File: config.mk
export PLATFORM = sky130hd
export DESIGN_NAME = hashed_next_hop_table_core
export DESIGN_NICKNAME = d
export VERILOG_FILES = /design/src/hnht_pkg.sv /design/src/hnht_ctrl.sv /design/src/hnht_dp.sv /design/src/hashed_next_hop_table_core.sv
export SDC_FILE = /design/constraint.sdc
export NUM_CORES = 1
export LEC_CHECK = 0
export ABC_CLOCK_PERIOD_IN_PS = 9400
export BUFFER_PORTS_ARGS = -buffer_cell sky130_fd_sc_hd__buf_4
export CAP_MARGIN = 10
export CORE_ASPECT_RATIO = 1.25
export CORE_UTILIZATION = 40
export DETAILED_ROUTE_END_ITERATION = 6
export HOLD_SLACK_MARGIN = 0.06
export PLACE_DENSITY = 0.6
export SLEW_MARGIN = 15
export SYNTH_ARGS = -nofsm -noshare
export SYNTH_HDL_FRONTEND = slang
export SYNTH_SLANG_ARGS = --single-unit
File: constraint.sdc
create_clock -name clk -period 9.4 [get_ports clk]
set_clock_uncertainty 0.1 [all_clocks]
set_input_delay 0.47 -clock clk [delete_from_list [all_inputs] [get_ports clk]]
set_output_delay 0.47 -clock clk [all_outputs]
set_load 0.05 [all_outputs]
File: src/hnht_pkg.sv
`timescale 1ns / 1ps
`default_nettype none
// ----------------------------------------------------------------------------
// Hashed next-hop table package
// Shared types, field widths and codes for the next-hop table core.
// ----------------------------------------------------------------------------
package hnht_pkg;

	localparam int DEST_W    = 8;
	localparam int HOP_W     = 8;
	localparam int ENT_W     = DEST_W + HOP_W;
	localparam int S_TDATA_W = 16;
	localparam int S_TUSER_W = 1;
	localparam int M_TDATA_W = 8;
	localparam int M_TUSER_W = 2;
	localparam int KEY_SPACE = 1 << DEST_W;

	typedef enum logic {
		OP_LOOKUP = 1'b0,
		OP_SET    = 1'b1
	} hnht_op_t;

	typedef enum logic {
		ST_IDLE,
		ST_LOOKUP
	} hnht_state_t;

	typedef struct packed {
		logic capture;
		logic commit;
	} hnht_cmd_t;

	typedef struct packed {
		logic out_free;
	} hnht_sts_t;

endpackage
`default_nettype wire

File: src/hnht_ctrl.sv
`timescale 1ns / 1ps
`default_nettype none
// ----------------------------------------------------------------------------
// Next-hop table controller
// Sequences capture of one word and the compare / write-back of its bucket.
// ----------------------------------------------------------------------------
module hnht_ctrl
	import hnht_pkg::*;
(
	input  wire logic      clk,
	input  wire logic      arst_n,
	input  wire logic      s_tvalid,
	output logic           s_tready,
	input  wire hnht_sts_t sts,
	output hnht_cmd_t      cmd
);

	hnht_state_t state_q;
	hnht_state_t state_d;

	always_ff @(posedge clk or negedge arst_n) begin
		if (!arst_n) begin
			state_q <= ST_IDLE;
		end else begin
			state_q <= state_d;
		end
	end

	always_comb begin
		state_d = state_q;
		unique case (state_q)
			ST_IDLE: begin
				if (s_tvalid) state_d = ST_LOOKUP;
			end
			ST_LOOKUP: begin
				if (sts.out_free) state_d = ST_IDLE;
			end
			default: state_d = ST_IDLE;
		endcase
	end

	always_comb begin
		s_tready    = 1'b0;
		cmd.capture = 1'b0;
		cmd.commit  = 1'b0;
		unique case (state_q)
			ST_IDLE: begin
				s_tready    = 1'b1;
				cmd.capture = s_tvalid;
			end
			ST_LOOKUP: begin
				cmd.commit = sts.out_free;
			end
			default: begin
				s_tready = 1'b0;
			end
		endcase
	end

`ifndef SYNTHESIS
	a_capture_to_lookup: assert property (@(posedge clk) disable iff (!arst_n)
		cmd.capture |=> state_q == ST_LOOKUP)
		else $error("capture did not advance to lookup");

	a_cmd_exclusive: assert property (@(posedge clk) disable iff (!arst_n)
		$onehot0({cmd.capture, cmd.commit}))
		else $error("capture and commit together");

	a_hold_on_stall: assert property (@(posedge clk) disable iff (!arst_n)
		(state_q == ST_LOOKUP && !sts.out_free) |=> state_q == ST_LOOKUP)
		else $error("lookup left while output slot busy");
`endif

endmodule
`default_nettype wire

File: src/hnht_dp.sv
`timescale 1ns / 1ps
`default_nettype none
// ----------------------------------------------------------------------------
// Next-hop table datapath
// Bucket row memory with per-row fill count, way compare, write-back and
// the output word register.
// ----------------------------------------------------------------------------
module hnht_dp
	import hnht_pkg::*;
#(
	parameter int BUCKETS = 16,
	parameter int WAYS    = 4
) (
	input  wire logic                  clk,
	input  wire logic                  arst_n,
	input  wire hnht_cmd_t             cmd,
	output hnht_sts_t                  sts,
	input  wire logic [S_TDATA_W-1:0]  s_tdata,
	input  wire logic [S_TUSER_W-1:0]  s_tuser,
	output logic                       m_tvalid,
	input  wire logic                  m_tready,
	output logic [M_TDATA_W-1:0]       m_tdata,
	output logic [M_TUSER_W-1:0]       m_tuser
);

	localparam int BW    = (BUCKETS > 1) ? $clog2(BUCKETS) : 1;
	localparam int CNT_W = $clog2(WAYS + 1);
	localparam int ROW_W = WAYS * ENT_W;
	localparam int MEM_W = ROW_W + CNT_W;

	logic [BW-1:0]      bucket_lut [KEY_SPACE];
	logic [DEST_W-1:0]  in_dest;
	logic [HOP_W-1:0]   in_hop;
	logic [BW-1:0]      in_bucket;

	logic [MEM_W-1:0]   mem_q [BUCKETS];
	logic [BUCKETS-1:0] row_vld_q;

	hnht_op_t           op_s1;
	logic [DEST_W-1:0]  dest_s1;
	logic [HOP_W-1:0]   hop_s1;
	logic [BW-1:0]      bucket_s1;
	logic               row_vld_s1;
	logic [MEM_W-1:0]   rd_s1;

	logic [CNT_W-1:0]   cnt;
	logic [DEST_W-1:0]  way_dest [WAYS];
	logic [HOP_W-1:0]   way_hop  [WAYS];
	logic [WAYS-1:0]    hit_oh;
	logic               hit;
	logic [HOP_W-1:0]   hit_hop;
	logic               full;
	logic               wr_en;
	logic [MEM_W-1:0]   wr_row;

	logic               m_tvalid_q;
	logic               found_q;
	logic [HOP_W-1:0]   hop_q;
	logic               full_q;

	for (genvar g = 0; g < KEY_SPACE; g++) begin : g_lut
		assign bucket_lut[g] = BW'(g % BUCKETS);
	end

	assign in_dest   = s_tdata[DEST_W-1:0];
	assign in_hop    = s_tdata[DEST_W +: HOP_W];
	assign in_bucket = bucket_lut[in_dest];

	always_ff @(posedge clk) begin
		if (cmd.capture) begin
			op_s1     <= hnht_op_t'(s_tuser[0]);
			dest_s1   <= in_dest;
			hop_s1    <= in_hop;
			bucket_s1 <= in_bucket;
			rd_s1     <= mem_q[in_bucket];
		end
	end

	always_ff @(posedge clk) begin
		if (wr_en) mem_q[bucket_s1] <= wr_row;
	end

	always_ff @(posedge clk or negedge arst_n) begin
		if (!arst_n) begin
			row_vld_q  <= '0;
			row_vld_s1 <= 1'b0;
		end else begin
			if (cmd.capture) row_vld_s1 <= row_vld_q[in_bucket];
			if (wr_en)       row_vld_q[bucket_s1] <= 1'b1;
		end
	end

	always_comb begin
		cnt     = row_vld_s1 ? rd_s1[ROW_W +: CNT_W] : '0;
		hit     = 1'b0;
		hit_oh  = '0;
		hit_hop = '0;
		for (int w = 0; w < WAYS; w++) begin
			way_dest[w] = rd_s1[w*ENT_W +: DEST_W];
			way_hop[w]  = rd_s1[w*ENT_W + DEST_W +: HOP_W];
			if (!hit && (CNT_W'(w) < cnt) && (way_dest[w] == dest_s1)) begin
				hit       = 1'b1;
				hit_oh[w] = 1'b1;
				hit_hop   = way_hop[w];
			end
		end
		full = (cnt == CNT_W'(WAYS));
	end

	always_comb begin
		wr_row = rd_s1;
		for (int w = 0; w < WAYS; w++) begin
			if (hit) begin
				if (hit_oh[w]) wr_row[w*ENT_W + DEST_W +: HOP_W] = hop_s1;
			end else if (CNT_W'(w) == cnt) begin
				wr_row[w*ENT_W +: ENT_W] = {hop_s1, dest_s1};
			end
		end
		if (!hit) wr_row[ROW_W +: CNT_W] = cnt + CNT_W'(1);
		wr_en = cmd.commit && (op_s1 == OP_SET) && (hit || !full);
	end

	always_ff @(posedge clk or negedge arst_n) begin
		if (!arst_n) begin
			m_tvalid_q <= 1'b0;
		end else if (cmd.commit) begin
			m_tvalid_q <= 1'b1;
		end else if (m_tready) begin
			m_tvalid_q <= 1'b0;
		end
	end

	always_ff @(posedge clk) begin
		if (cmd.commit) begin
			found_q <= hit;
			hop_q   <= (op_s1 == OP_LOOKUP && hit) ? hit_hop : '0;
			full_q  <= (op_s1 == OP_SET) && !hit && full;
		end
	end

	assign sts.out_free = !m_tvalid_q || m_tready;
	assign m_tvalid     = m_tvalid_q;
	assign m_tdata      = hop_q;
	assign m_tuser      = {full_q, found_q};

`ifndef SYNTHESIS
	a_commit_shows_word: assert property (@(posedge clk) disable iff (!arst_n)
		cmd.commit |=> m_tvalid)
		else $error("committed word not presented");

	a_found_full_exclusive: assert property (@(posedge clk) disable iff (!arst_n)
		m_tvalid |-> !(found_q && full_q))
		else $error("found and bucket_full both set");

	a_write_only_on_set: assert property (@(posedge clk) disable iff (!arst_n)
		wr_en |-> (cmd.commit && op_s1 == OP_SET))
		else $error("table written outside a set commit");
`endif

endmodule
`default_nettype wire

File: src/hashed_next_hop_table_core.sv
`timescale 1ns / 1ps
`default_nettype none
// ----------------------------------------------------------------------------
// Hashed next-hop table core
// Route table keyed by destination node: set or look up a next hop in a
// bucket of WAYS entries chosen by dest_node modulo BUCKETS.
// ----------------------------------------------------------------------------
// Result: the input word and its bucket row are registered at capture; the
// result word is registered at commit, once the output slot is free. No new
// word is taken until then; compare and write-back to the row memory follow.
// Reset: arst_n clears the row valid flags, so the table comes up empty with
// no clearing pass; the output register comes up empty.
module hashed_next_hop_table_core
	import hnht_pkg::*;
#(
	parameter int BUCKETS = 16,
	parameter int WAYS    = 4
) (
	input  wire logic                  clk,
	input  wire logic                  arst_n,
	input  wire logic                  s_tvalid,
	output logic                       s_tready,
	input  wire logic [S_TDATA_W-1:0]  s_tdata,   // dest_node[7:0], new_next_hop[15:8]
	input  wire logic [S_TUSER_W-1:0]  s_tuser,   // operation[0]
	output logic                       m_tvalid,
	input  wire logic                  m_tready,
	output logic [M_TDATA_W-1:0]       m_tdata,   // next_hop[7:0]
	output logic [M_TUSER_W-1:0]       m_tuser    // found[0], bucket_full[1]
);

	hnht_cmd_t cmd;
	hnht_sts_t sts;

	hnht_ctrl u_ctrl (
		.clk      (clk),
		.arst_n   (arst_n),
		.s_tvalid (s_tvalid),
		.s_tready (s_tready),
		.sts      (sts),
		.cmd      (cmd)
	);

	hnht_dp #(
		.BUCKETS (BUCKETS),
		.WAYS    (WAYS)
	) u_dp (
		.clk      (clk),
		.arst_n   (arst_n),
		.cmd      (cmd),
		.sts      (sts),
		.s_tdata  (s_tdata),
		.s_tuser  (s_tuser),
		.m_tvalid (m_tvalid),
		.m_tready (m_tready),
		.m_tdata  (m_tdata),
		.m_tuser  (m_tuser)
	);

endmodule
`default_nettype wire

* Word-level counts from Yosys, hierarchy flattened
Memories as Yosys holds them, arrays and structs flattened. A register that Yosys moved wholly into a read port is not among the register bits.
Cells that the tools add are included.
** Word-level totals
- Memory bits (writable) :: 1072
- Memories kept :: 2
- Output and inout bits :: 12
- ROM bits :: 1024
- Bits in latches :: 0
- Bits of input ports :: 21
- Logic and storage cells :: 102
- Register bits after elaboration :: 50
** Operators by class
- Eq/ne operators :: 8
- Multipliers :: 0
- Divide/modulo/power cells :: 0
- $add $sub $neg :: 1
- Shift operators :: 0
- Bitwise gates (word level) :: 4
- Multiplexer cells :: 45
- Reductions and logical operators :: 23
- Order comparisons :: 8
** Memory list
- u_dp.mem_q :: words 16, bits a word 67, rd ports 1, clocked after Yosys merged registers in 1, write ports 1, line hnht_dp.sv:36 : logic [MEM_W-1:0] mem_q [BUCKETS];
- (no name shown) :: words 256, bits a word 4, rd ports 1, clocked after Yosys merged registers in 0, write ports 0, line hnht_dp.sv:67 : assign in_bucket = bucket_lut[in_dest];
** Operators with widths (count)
- two-way mux 8 bit :: 16
- two-way mux 16 bit :: 4
- equality test 8 bit :: 4
- two-way mux 1 bit :: 18
- bitwise OR 16 bit :: 1
- logical AND 1 bit :: 13
- less-than comparator 4 x 5 -> 1 bit, second input constant :: 2
- >= comparator 9 bit, second input constant :: 1
- NOT 8 -> 9 bit :: 1
- two-way mux 4 bit :: 2
- equality test 2 x 3 -> 1 bit, first input constant :: 2
- zero test 1 bit :: 6
- less-than comparator 1 x 3 -> 1 bit, first input constant :: 2
- less-than comparator 2 x 3 -> 1 bit, first input constant :: 2
- two-way mux 3 bit :: 2
- binary-select mux 1 bit (select 4 bit) :: 1
- demux 1 bit (select 4 bit) :: 1
- >= comparator 4 x 1 -> 1 bit, second input constant :: 1
- adder 3 x 1 -> 3 bit, second input constant :: 1
- equality test 1 x 3 -> 1 bit, first input constant :: 1
- equality test 3 bit, second input constant :: 1
- zero test 3 bit :: 1
- logical OR 1 bit :: 2
- NOT 1 bit :: 2
- other kinds (2) :: 2

* Depth between registers and ports, before layout
Gate-level depths: netlist of run 1.
- Word-level depth :: 20
- Mapped depth :: 8
- Mapped depth without buffers :: 6

* Modules after synthesis
A second synthesis of run 1 with hierarchy kept.
** Second synthesis, totals
- Cells, all modules :: 1864
- Area, all modules :: 45793.9 µm²
** Modules (own cells, without submodules)
- hnht_dp :: seq. area each 35464.0 µm², cells an instance 1858, area an instance 45740.1 µm², instances 1
- hnht_ctrl :: seq. area each 25.0 µm², cells an instance 6, area an instance 53.8 µm², instances 1

* Least setup slack after synthesis of run 1
OpenSTA, ideal clock, no wires.
- Path type :: register to register
- From :: register u_dp.dest_s1[5]
- To :: memory u_dp.mem_q[8][0] in the netlist's numbering, enable pin
- Arrival time :: 8.203 ns
- Setup time :: 0.657 ns
- Path slack :: 0.440 ns
- Path buffers :: 3
- Required time :: 8.643 ns
- Cell stages (with the launch flop) :: 9
- Cells stage by stage :: edfxtp_1 -> buf_6 -> xor2_1 -> nor4_4 -> and3_1 -> buf_6 -> buf_6 -> nor4_4 -> nor4_1
** On the way
- Cells in the longest elaborated chain, start to end :: 19
** RTL lines
- start, declared :: line hnht_dp.sv:40 : logic [DEST_W-1:0] dest_s1;
- start signal, assigned :: line hnht_dp.sv:72 : dest_s1 <= in_dest;
- equality test 8 bit :: line hnht_dp.sv:101 : if (!hit && (CNT_W'(w) < cnt) && (way_dest[w] == dest_s1)) begin
- logical AND 1 bit :: line hnht_dp.sv:101
- two-way mux 1 bit :: line hnht_dp.sv:101
- zero test 1 bit :: line hnht_dp.sv:101
- logical AND 1 bit (2 in series) :: line hnht_dp.sv:101
- two-way mux 1 bit :: line hnht_dp.sv:101
- zero test 1 bit :: line hnht_dp.sv:101
- logical AND 1 bit (2 in series) :: line hnht_dp.sv:101
- two-way mux 1 bit :: line hnht_dp.sv:101
- zero test 1 bit :: line hnht_dp.sv:101
- logical AND 1 bit (2 in series) :: line hnht_dp.sv:101
- two-way mux 1 bit * :: line hnht_dp.sv:101
- logical OR 1 bit * :: line hnht_dp.sv:120 : wr_en = cmd.commit && (op_s1 == OP_SET) && (hit || !full);
- logical AND 1 bit * :: line hnht_dp.sv:120
- two-way mux 1 bit * :: line hnht_dp.sv:80 : if (wr_en) mem_q[bucket_s1] <= wr_row;
- two-way mux 1 bit (implied by the code) * :: line hnht_dp.sv:80
- end, declared :: line hnht_dp.sv:36
Every way passes the cells marked *; elsewhere a longest branch is shown, timed or not.

* Worst setup path in the final report of run 1
- From :: register u_dp.bucket_s1[0]
- To :: memory u_dp.mem_q[6][29] in the netlist's numbering, enable pin
** RTL lines
- start, declared :: line hnht_dp.sv:42 : logic [BW-1:0] bucket_s1;
- start signal, assigned :: line hnht_dp.sv:74 : bucket_s1 <= in_bucket;
No word-level cell before the write port.

==> impl_results.md, run 1 <==
* Status: completed
* EDFF count, synth at ~1200
* Post-synthesis cell type count at 50
* Number of buffers between clock root and the deepest sink at 3
* Worst-margin pin slew at about 1.2 ns
* GRT Resource Usage Total at roughly 18%
* Initial antenna violation count at 7
* Residual overflow from global routing at 0
* Buffer count from post-CTS setup fixing at 0
* Syn. warnings at 0
* Crit Path Max Fanout at 53
* Wire length reported by the detailed router at 105000 µm
* Post-layout worst setup margin at 4.75 ns
* Required @ worst endpoint at between 9 and 10 ns
* Ratio of total power to cell area at between 200 and 250 nW/µm²
* Synthesized area divided by synthesized cell count at around 24 µm²
* Number of buffers inserted during clock tree synthesis at 112
* Flip-flop and latch count after synthesis at between 1000 and 1500
* Via count of the routed design at a little over 20000
* I/O pin cnt at 33
* Die Height at about 380 µm
* Final number of hold-violating endpoints at 0
* Worst slew slack as a fraction of its limit at between 20% and 30%
* Number of nets in the synthesized netlist at ~1900
* Largest vdd supply drop at between 0.15 and 0.2 mV
* Type of the most critical hold path: input pin to flip-flop
* Post-synthesis instance area at roughly 46000 µm²
* Post-cts sizing count at 0
* Detailed-router iteration count before antenna repair at 6
* Cell Count, Final, Fillers Out at about 3500
* Routed length per instance at between 20 and 30 µm
* Crit end category: flip-flop
* Cell at the root of the clock tree: sky130_fd_sc_hd__clkbuf_16
* Kind of start point of the critical path: flip-flop
* Hold buffers post-CTS at 18
* Buffers on Ports at 32
* Period Utilization, post-route at a little under 50%
* Fin Hold WS at ~0.15 ns
* H-Tree Depth at 3
* Most used flip-flop cell after synthesis: sky130_fd_sc_hd__edfxtp_1
* Worst slack, placed at approximately 4.8 ns
* Number of setup violations in the final report at 0
* Post-DP HPWL at 59500 µm
* Global-route wire length before repair at between 150000 and 200000 µm
* Initial detailed-routing violation count at between 2000 and 2500
* Clock sinks at around 1200
* Number of nets with antenna violations after routing at 0
* CTS clk-pin slew, worst paths at approximately 0.060 ns
* Via count of the first global-routing pass at ~22000
* Pin count of the biggest net entering global routing at 142
* Remaining design rule violation count at 0
* Seq/Total Area, Yosys at between 70 and 80%
* Max Cap Violations at 0
* Total number of placement rows at about 140
* Die area at ~120000 µm²
* Routed vias/inst at about 5.7
* Placeable Area at ~110000 µm²
* Max Slew Vio Count at 0
* Starting density of the core at 40.4%
* Number of diodes at 0
* Number of instances in the synthesized netlist at 1883
* Routability Congestion at approximately 0.8
* Insertion delay to the later sink of the worst-skew pair at between 0.7 and 0.8 ns
* Crit path arrival time at ~4.9 ns
* Placed Cells at about 3300
* CTS tree: yes
* Ratio of cells with drive above 1 in the final layout at around 32%
* Layout overhead on the synthesized area at 12.8%
* Critical setup path kind: flip-flop to flip-flop
* Leakage power at roughly 16 nW
* Sum Neg Setup Slack at 0 ns
* Fill cell count at a little over 9000
* Ys async rst share at 1.60%
* Floorplan die width at just over 300 µm
* Final layout net count at about 2000
* Time the worst path needs with I/O delays and setup at ~4.6 ns
* Achievable Freq at between 200 and 250 MHz
* Setup repair after global routing missed its margin: no
final timing paths:
| kind | from | endpoint | slack, ns | cells after the start |
|---|---|---|---|---|
| worst max-delay path | u_dp.bucket_s1[0] | u_dp.mem_q[6][29] | 4.75 | 6 |
| min in group asynchronous | arst_n | u_ctrl.state_q | 0.60 | 3 |
| worst min-delay path | s_tdata[2] | u_dp.bucket_s1[2] | 0.15 | 1 |
| worst max register to register | u_dp.bucket_s1[0] | u_dp.mem_q[6][29] | 4.75 | 6 |
| worst min register to register | u_dp.row_vld_q[12] | u_dp.row_vld_q[12] | 0.37 | 1 |
| max in group asynchronous | arst_n | u_dp.row_vld_q[7] | 7.37 | 4 |
cells in the final DEF, fill, tap and decap left out, drive strengths merged, types with 8 or more instances in the layout:
master          n
bufinv         11
inv            26
nor4           17
clkbuf        135
nand4          10
nand2          10
nor2            8
clkinv         52
and3           12
mux2           68
xnor2          10
buf            66
mux4          340
edfxtp       1166
dlygate4sd3    18
dfrtp          19
a31o            8
xor2           23
power by group:
| group | switching, mW | total, mW | internal, mW | leakage [nW] |
|---|---|---|---|---|
| sequential | 0.164 | 6.65 | 6.49 | 10.8 |
| combinational | 1.03 | 1.47 | 0.438 | 3.49 |
| clock | 1.97 | 4.49 | 2.52 | 1.77 |
| total | 3.16 | 12.6 | 9.45 | 16.0 |
state kept, by name (all words and copies together), names as in the netlist, 3 cells and up:
signal / flops
u_dp.hop_s1: 8
u_dp.bucket_s1: 3
u_dp.row_vld_q: 16
u_dp.m_tdata: 8
u_dp.dest_s1: 5
u_dp.rd_s1: 67
u_dp.mem_q: 1072
cell usage after synthesis, drive strengths merged (5+ instances only):
master | instances | share of area, %
a21oi | 7 | 0.077
a22o | 6 | 0.11
a31o | 8 | 0.15
a41o | 6 | 0.13
and3 | 12 | 0.16
buf | 42 | 0.53
clkbuf | 61 | 0.50
dfrtp | 19 | 1.0
edfxtp | 1166 | 76
inv | 19 | 0.16
mux2 | 68 | 1.7
mux4 | 340 | 17
nand2 | 10 | 0.082
nand2b | 5 | 0.068
nand4 | 10 | 0.14
nor2 | 8 | 0.066
nor2b | 6 | 0.082
nor4 | 17 | 0.38
o311ai | 6 | 0.11
xnor2 | 10 | 0.19
xor2 | 23 | 0.44
cell families (layout without fill, tap and decap cells):
kind of cell,after synthesis,in the layout,synth area share (%)
flops,1185,1185,77.5
simple gates,85,85,1.25
buf+inv,122,312,1.19
xor+xnor,33,33,0.631
mux,408,408,18.5
compound gates,47,47,0.874
fa+ha+maj,3,3,0.0820
worst max-delay path, stage by stage, from the launching register on:
cell and delay [ns]:
sky130_fd_sc_hd__edfxtp_1 0.64, sky130_fd_sc_hd__xor2_1 0.28, sky130_fd_sc_hd__nor4_4 0.55, sky130_fd_sc_hd__and3_1 0.79
sky130_fd_sc_hd__or4_4 0.43, sky130_fd_sc_hd__and3_4 0.44, sky130_fd_sc_hd__buf_4 0.93
metal layers:
metal | GRT usage, % | vias to the layer above | wire (µm)
met5 | 0 | - | 31
met4 | 6.00 | 4 | 2880
met3 | 3.61 | 149 | 6800
met2 | 30.6 | 710 | 53300
met1 | 24.3 | 11100 | 42100
li1 | - | 8320 | -
stage by stage:
step / utilization, % / cell area [µm²] / total power, mW
2_1_floorplan: - / 45800 / 7.62
3_3_place_gp: 42.1 / 47800 / 8.17
3_5_place_dp: 42.1 / 47800 / 8.24
4_1_cts: 45.5 / 51600 / 12.7
5_1_grt: 45.5 / 51600 / 13.0
6_report: 45.5 / 51600 / 12.6
layout make-up:
| class | count | area (µm²) | area share [%] |
|---|---|---|---|
| clock buffers | 135 | 2910 | 5.64 |
| clock inverters | 74 | 739 | 1.43 |
| inverters | 19 | 71.3 | 0.138 |
| multi-input cells | 576 | 9850 | 19.1 |
| flip-flops and latches | 1185 | 35500 | 68.7 |
| well taps | 1470 | 1840 | 3.56 |
| repair buffers | 84 | 732 | 1.42 |
No activity file was read; power rests on OpenSTA's default activity.
==> inputs of run 2 (changes only) <==
--- a/config.mk
+++ b/config.mk
@@ -5,14 +5,14 @@
 export SDC_FILE = /design/constraint.sdc
 export NUM_CORES = 1
 export LEC_CHECK = 0
-export ABC_CLOCK_PERIOD_IN_PS = 9400
+export ABC_CLOCK_PERIOD_IN_PS = 4500
 export BUFFER_PORTS_ARGS = -buffer_cell sky130_fd_sc_hd__buf_4
 export CAP_MARGIN = 10
 export CORE_ASPECT_RATIO = 1.25
 export CORE_UTILIZATION = 40
 export DETAILED_ROUTE_END_ITERATION = 6
 export HOLD_SLACK_MARGIN = 0.06
-export PLACE_DENSITY = 0.6
+export PLACE_DENSITY = 0.58
 export SLEW_MARGIN = 15
 export SYNTH_ARGS = -nofsm -noshare
 export SYNTH_HDL_FRONTEND = slang
==> constraint.sdc (replaced) <==
create_clock -name clk -period 4.5 [get_ports clk]
set_clock_uncertainty 0.1 [all_clocks]
set_input_delay 0.225 -clock clk [delete_from_list [all_inputs] [get_ports clk]]
set_output_delay 0.225 -clock clk [all_outputs]
set_load 0.05 [all_outputs]
==> run 2 against run 1 <==
Compared with the run above: register-to-register slack lost 3.8 ns; critical path depth grew 1; worst setup slack lost 3.8 ns; hold slack lost 0.044 ns; clock power grew 120%; sequential share of layout area shrank 1.3 points; largest power group unchanged; highest routed layer unchanged.
==> impl_results.md, run 2 (synthesis results as in run 1) <==
* Routability Congestion at 0.791
* Max FFs per register at roughly 1100
* Hold endpoint: u_dp.hop_s1[4]
* Number of nets with antenna violations after routing at 0
* Worst slew slack as a fraction of its limit at between 30% and 40%
* Met1 global-route usage at 25.3%
* Fin Hold WS at roughly 0.11 ns
* Global-route wire length before repair at about 150000 µm
* Via count of the first global-routing pass at between 20000 and 25000
* Die area at about 120000 µm²
* Placed Cells at between 3000 and 4000
* Status: completed
* Most common cell after layout, fill and taps aside: sky130_fd_sc_hd__edfxtp_1
* CTS tree: yes
* Ratio of cells with drive above 1 in the final layout at approximately a third
* I/O pin cnt at 33
* Layout overhead on the synthesized area at 14.9%
* Slack of the worst reg-to-reg path at ~0.95 ns
* Die Height at about 380 µm
* Starting density of the core at 40.4%
* Biggest registers after layout: u_dp.mem_q (1072), u_dp.rd_s1 (67), u_dp.row_vld_q (16)
* Remaining design rule violation count at 0
* Clock sinks at about 1200
* Pin count of the biggest net entering global routing at 70
* Kind of start point of the critical path: flip-flop
* Buffers on Ports at 32
* Largest vdd supply drop at approximately 0.31 mV
* Biggest register: u_dp.mem_q
* Number of buffers inserted during clock tree synthesis at 110
* M2 GR Usage at a little under a third
* Number of stages on the worst hold path at 2
* Crit Path Max Fanout at 26
* Wire length reported by the detailed router at between 100000 and 150000 µm
* Worst r2r dst: u_dp.mem_q[3][62]
* Register-to-Register Path Depth at 7
* Initial detailed-routing violation count at roughly 2100
* Max Cap Violations at 0
* Detailed-router iteration count before antenna repair at 5
* Met3 usage in global routing at ~3.0%
* GRT Resource Usage Total at a little under a fifth
* Residual overflow from global routing at 0
* Sum Neg Setup Slack at 0 ns
* Routed vias/inst at 5.66
* Worst-margin pin slew at just under 1 ns
* Number of buffers between clock root and the deepest sink at 3
* Time the worst path needs with I/O delays and setup at about 3.6 ns
* Achievable Freq at roughly 280 MHz
* Cell Count, Final, Fillers Out at ~3600
* Insertion delay to the later sink of the worst-skew pair at between 0.7 and 0.8 ns
* Initial antenna violation count at 2
* Crit end category: flip-flop
* Required @ worst endpoint at approximately 4.8 ns
* Final number of hold-violating endpoints at 0
* Type of the most critical hold path: input pin to flip-flop
* Via count of the routed design at about 20000
* Crit path arrival time at approximately 3.8 ns
* Ratio of total power to cell area at ~510 nW/µm²
* First element of the critical path: u_dp.dest_s1[3]
* Placeable Area at roughly 110000 µm²
* Buffer count from post-CTS setup fixing at 0
* Period Utilization, post-route at 79.0%
* Leakage power at approximately 16 nW
* Reg-to-reg critical path startpoint: u_dp.dest_s1[3]
* Startpoint of the lowest-slack hold path: s_tdata[12]
* Final layout net count at between 2000 and 2500
* Routed length per instance at 29.5 µm
* Total number of placement rows at 138
* Floorplan die width at 305 µm
* Leading cell types in the layout, fill and taps excluded: sky130_fd_sc_hd__edfxtp_1, sky130_fd_sc_hd__mux4_2, sky130_fd_sc_hd__clkbuf_16
* Layer with the highest usage after global routing: met2
* Setup repair after global routing missed its margin: no
* Cell at the root of the clock tree: sky130_fd_sc_hd__clkbuf_16
* CTS clk-pin slew, worst paths at approximately 0.060 ns
* Critical setup path kind: flip-flop to flip-flop
* Post-DP HPWL at 58200 µm
* H-Tree Depth at 3
* Max Slew Vio Count at 0
* Number of setup violations in the final report at 0
-- run 2: cell count changes in the layout (fill, tap and decap cells not counted), sizes merged, moves of 3 or more --
cell / delta
bufinv: +9
clkinv: -4
buf: +38
dlygate4sd3: +3
clkinvlp: +5
clkbuf: -11
-- run 2: repair_timing --
item / 4_1_cts / 5_1_grt
endpoints found under the hold margin: 37 / 0
gates resized for setup: 0 / 0
hold buffers: 21 / 0
-- run 2: power breakdown --
group	internal, mW	switching [mW]
combinational	0.982	2.10
clock	5.68	4.16
sequential	13.5	0.325
total	20.2	6.59
-- run 2: how the worst max path moves through the flow --
stage                                     to  depth (start not counted)  slack (ns)
final                      u_dp.mem_q[3][62]                          7        0.95
after detailed placement   u_dp.mem_q[3][24]                          7        1.02
after CTS                 u_dp.mem_q[12][20]                          6        0.97
after floorplan             u_dp.mem_q[8][0]                          8       0.003
after global routing       u_dp.mem_q[2][38]                          7        0.82
after global placement     u_dp.mem_q[6][50]                          7        1.05
-- run 2: cell type report --
cell class / count / area, µm²
well taps: 1470 / 1840
flip-flops and latches: 1185 / 35500
diodes: 1 / 2.50
clock buffers: 124 / 2810
repair buffers: 125 / 1450
inverters: 19 / 71.3
clock inverters: 84 / 1030
fillers: 9066 / 60800
multi-input cells: 576 / 9920
-- run 2: critical path, stage by stage (launching register included) --
cell and delay, ns:
sky130_fd_sc_hd__edfxtp_1 0.58, sky130_fd_sc_hd__xor2_1 0.26, sky130_fd_sc_hd__nor4_4 0.67, sky130_fd_sc_hd__and3_1 0.36, sky130_fd_sc_hd__nor4_4 0.07, sky130_fd_sc_hd__buf_4 0.23
sky130_fd_sc_hd__nor4_4 0.32, sky130_fd_sc_hd__buf_4 0.54
-- run 2: per-layer routing --
metal	wire length, µm	up-vias
met2	53900	586
met3	5590	110
li1	-	8398
met5	13	-
met4	1830	2
met1	44200	11200
-- run 2: through the flow --
| stage | worst slack [ns] | cell area (µm²) | power, mW | util (%) |
|---|---|---|---|---|
| after floorplan | 0.00312 | 45900 | 15.9 | - |
| after global placement | 1.05 | 48600 | 17.1 | 42.8 |
| after detailed placement | 1.02 | 48600 | 17.2 | 42.8 |
| after CTS | 0.972 | 52600 | 27.0 | 46.4 |
| after global routing | 0.820 | 52600 | 27.6 | 46.4 |
| final | 0.947 | 52600 | 26.8 | 46.4 |
==> inputs of run 3 (changes only) <==
--- a/config.mk
+++ b/config.mk
@@ -5,7 +5,7 @@
 export SDC_FILE = /design/constraint.sdc
 export NUM_CORES = 1
 export LEC_CHECK = 0
-export ABC_CLOCK_PERIOD_IN_PS = 4500
+export ABC_CLOCK_PERIOD_IN_PS = 3400
 export BUFFER_PORTS_ARGS = -buffer_cell sky130_fd_sc_hd__buf_4
 export CAP_MARGIN = 10
 export CORE_ASPECT_RATIO = 1.25
==> constraint.sdc (replaced) <==
create_clock -name clk -period 3.4 [get_ports clk]
set_clock_uncertainty 0.1 [all_clocks]
set_input_delay 0.17 -clock clk [delete_from_list [all_inputs] [get_ports clk]]
set_output_delay 0.17 -clock clk [all_outputs]
set_load 0.05 [all_outputs]
==> run 3 against run 2 <==
Compared with the run above: clock power up 34%; worst setup slack got worse by 0.66 ns; routed wire length up 2.1%; power grew 34%; sequential share of layout area decreased by 0.46 points; global-route usage up 0.16 points; sequential cell count unchanged; hold slack worse by 0.00056 ns; register-to-register slack got worse by 0.66 ns; final cell count increased by 0.95%; die area did not move; largest power group unchanged.
==> impl_results.md, run 3 (synthesis results as in run 1) <==
* Number of buffers inserted during clock tree synthesis at about 110
* GRT Resource Usage Total at 18.7%
* Max Cap Violations at 0
* Ratio of cells with drive above 1 in the final layout at 35.3%
* Residual overflow from global routing at 0
* Placeable Area at roughly 110000 µm²
* Routed length per instance at a little under 30 µm
* List of cells traversed by the critical path: xor2_2, nor4_4, and3_1, buf_4, or4_4, and3_4, buf_12
* Time the worst path needs with I/O delays and setup at just over 3 ns
* Post-layout worst setup margin at 0.287 ns
* Crit Path Max Fanout at about 50
* Insertion delay to the later sink of the worst-skew pair at 0.70 ns
* Required @ worst endpoint at approximately 3.6 ns
* Final standard cell utilization of the core at 46.7%
* Sum Neg Setup Slack at 0 ns
* Crit path arrival time at between 3 and 4 ns
* Worst slack, placed at 0.312 ns
* Initial antenna violation count at 2
* Final number of hold-violating endpoints at 0
* Biggest registers after layout: u_dp.mem_q (1072), u_dp.rd_s1 (67), u_dp.row_vld_q (16)
* Floorplan die width at ~300 µm
* CTS tree: yes
* Global-route wire length before repair at between 150000 and 200000 µm
* Setup repair after global routing missed its margin: no
* Post-cts sizing count at 0
* Remaining design rule violation count at 0
* Largest vdd supply drop at just under 0.4 mV
* Initial detailed-routing violation count at between 1500 and 2000
* Starting density of the core at 40.4%
* Type of the most critical hold path: input pin to flip-flop
* Worst-margin pin slew at roughly 1.2 ns
* Via count of the first global-routing pass at 21800
* Routability Congestion at about 0.8
* Leakage power at 16.7 nW
* Status: completed
* Crit end category: flip-flop
* Detailed-router iteration count before antenna repair at 5
* CTS clk-pin slew, worst paths at 0.07 ns
* Biggest register: u_dp.mem_q
* Critical setup path kind: flip-flop to flip-flop
* Leading cell types in the layout, fill and taps excluded: sky130_fd_sc_hd__edfxtp_1, sky130_fd_sc_hd__mux4_2, sky130_fd_sc_hd__clkbuf_16
* Total number of placement rows at roughly 140
* Placed Cells at 3386
* Area of the multi-input gates at 9940 µm²
* Kind of start point of the critical path: flip-flop
* Die Height at between 300 and 400 µm
* Buffers on Ports at 32
* Die area at roughly 120000 µm²
* Final layout net count at a little over 2000
* Most common cell after layout, fill and taps aside: sky130_fd_sc_hd__edfxtp_1
* Worst stage delay on the critical path at between 0.5 and 0.6 ns
* Clock sinks at between 1000 and 1500
* Pin count of the biggest net entering global routing at 64
* Layout overhead on the synthesized area at 15.7%
* Ratio of total power to cell area at between 600 and 700 nW/µm²
* Achievable Freq at roughly 320 MHz
* Worst slew slack as a fraction of its limit at 21.3%
* Number of buffers between clock root and the deepest sink at 3
* Max stage delay cell, worst path: sky130_fd_sc_hd__edfxtp_1
* Wire length reported by the detailed router at between 100000 and 150000 µm
* Buffer count from post-CTS setup fixing at 0
* Routed vias/inst at approximately 5.7
* Post-DP HPWL at 61300 µm
* Number of nets with antenna violations after routing at 0
* Cell at the root of the clock tree: sky130_fd_sc_hd__clkbuf_16
* Flip-flop and latch area at 35500 µm²
* Max FFs per register at ~1100
* Design Power at 35.9 mW
* Number of setup violations in the final report at 0
* Cell Count, Final, Fillers Out at between 3000 and 4000
* H-Tree Depth at 3
* Period Utilization, post-route at 91.6%
* I/O pin cnt at 33
* Max Slew Vio Count at 0
* Fill cell count at ~9000
* Number of diodes at 0
* Via count of the routed design at 20600
[run 3: cell count changes in the layout (fill, tap and decap cells not counted), moves of 3 or more]
cell | before | now
sky130_fd_sc_hd__buf_4 | 66 | 96
sky130_fd_sc_hd__bufinv_16 | 20 | 23
sky130_fd_sc_hd__clkbuf_1 | 14 | 9
sky130_fd_sc_hd__clkbuf_16 | 110 | 113
sky130_fd_sc_hd__clkinv_2 | 21 | 26
sky130_fd_sc_hd__inv_16 | 4 | 0
[run 3: final timing paths]
kind	from	to	slack, ns	cells past startpoint
worst max-delay path	u_dp.bucket_s1[0]	u_dp.mem_q[6][20]	0.29	7
worst min-delay path	s_tdata[10]	u_dp.hop_s1[2]	0.10	2
worst max register to register	u_dp.bucket_s1[0]	u_dp.mem_q[6][20]	0.29	7
worst min register to register	u_dp.row_vld_q[10]	u_dp.row_vld_q[10]	0.37	1
max in group asynchronous	arst_n	u_dp.row_vld_q[9]	1.91	3
min in group asynchronous	arst_n	u_dp.m_tvalid	0.65	3
[run 3: repair_timing]
action,4_1_cts,5_1_grt
endpoints found under the setup margin,0,0
hold buffers,23,0
endpoints found under the hold margin,57,0
[run 3: area by class of cell]
cell class	count	area share [%]
clock buffer	122	5.40
tap	1470	3.47
sequential	1185	67.0
inverter	19	0.135
multi-input combinational	576	18.8
timing repair buffer	159	3.27
clock inverter	87	1.97
[run 3: per-layer routing]
layer	GRT usage, %	vias up	share of wire (%)
met2	31.7	605	51
met1	25.1	11400	42
li1	-	8464	-
met4	5.77	0	2.4
met5	0	-	0
met3	2.60	149	4.8
[run 3: per-stage QoR]
| step | hold slack, ns | cell area [µm²] |
|---|---|---|
| floorplan | -0.226 | 45900 |
| global placement | -0.0318 | 48800 |
| detailed placement | -0.0264 | 48800 |
| CTS | 0.0651 | 53000 |
| global route | 0.0877 | 53000 |
| finish | 0.105 | 53000 |
[run 3: worst max-delay path: cells and delay by family (launching register included)]
family	cells	cell delay, ns
flip-flops	1	0.54
XOR/XNOR	1	0.22
AND/OR/NAND/NOR	4	1.16
buffers and inverters	2	0.64
[run 3: where the power goes]
part           internal, mW  switching [mW]  total, mW
logic                  1.37            2.90       4.27
clock network          7.82            5.41       13.2
registers              17.9           0.434       18.4
total                  27.1            8.75       35.9
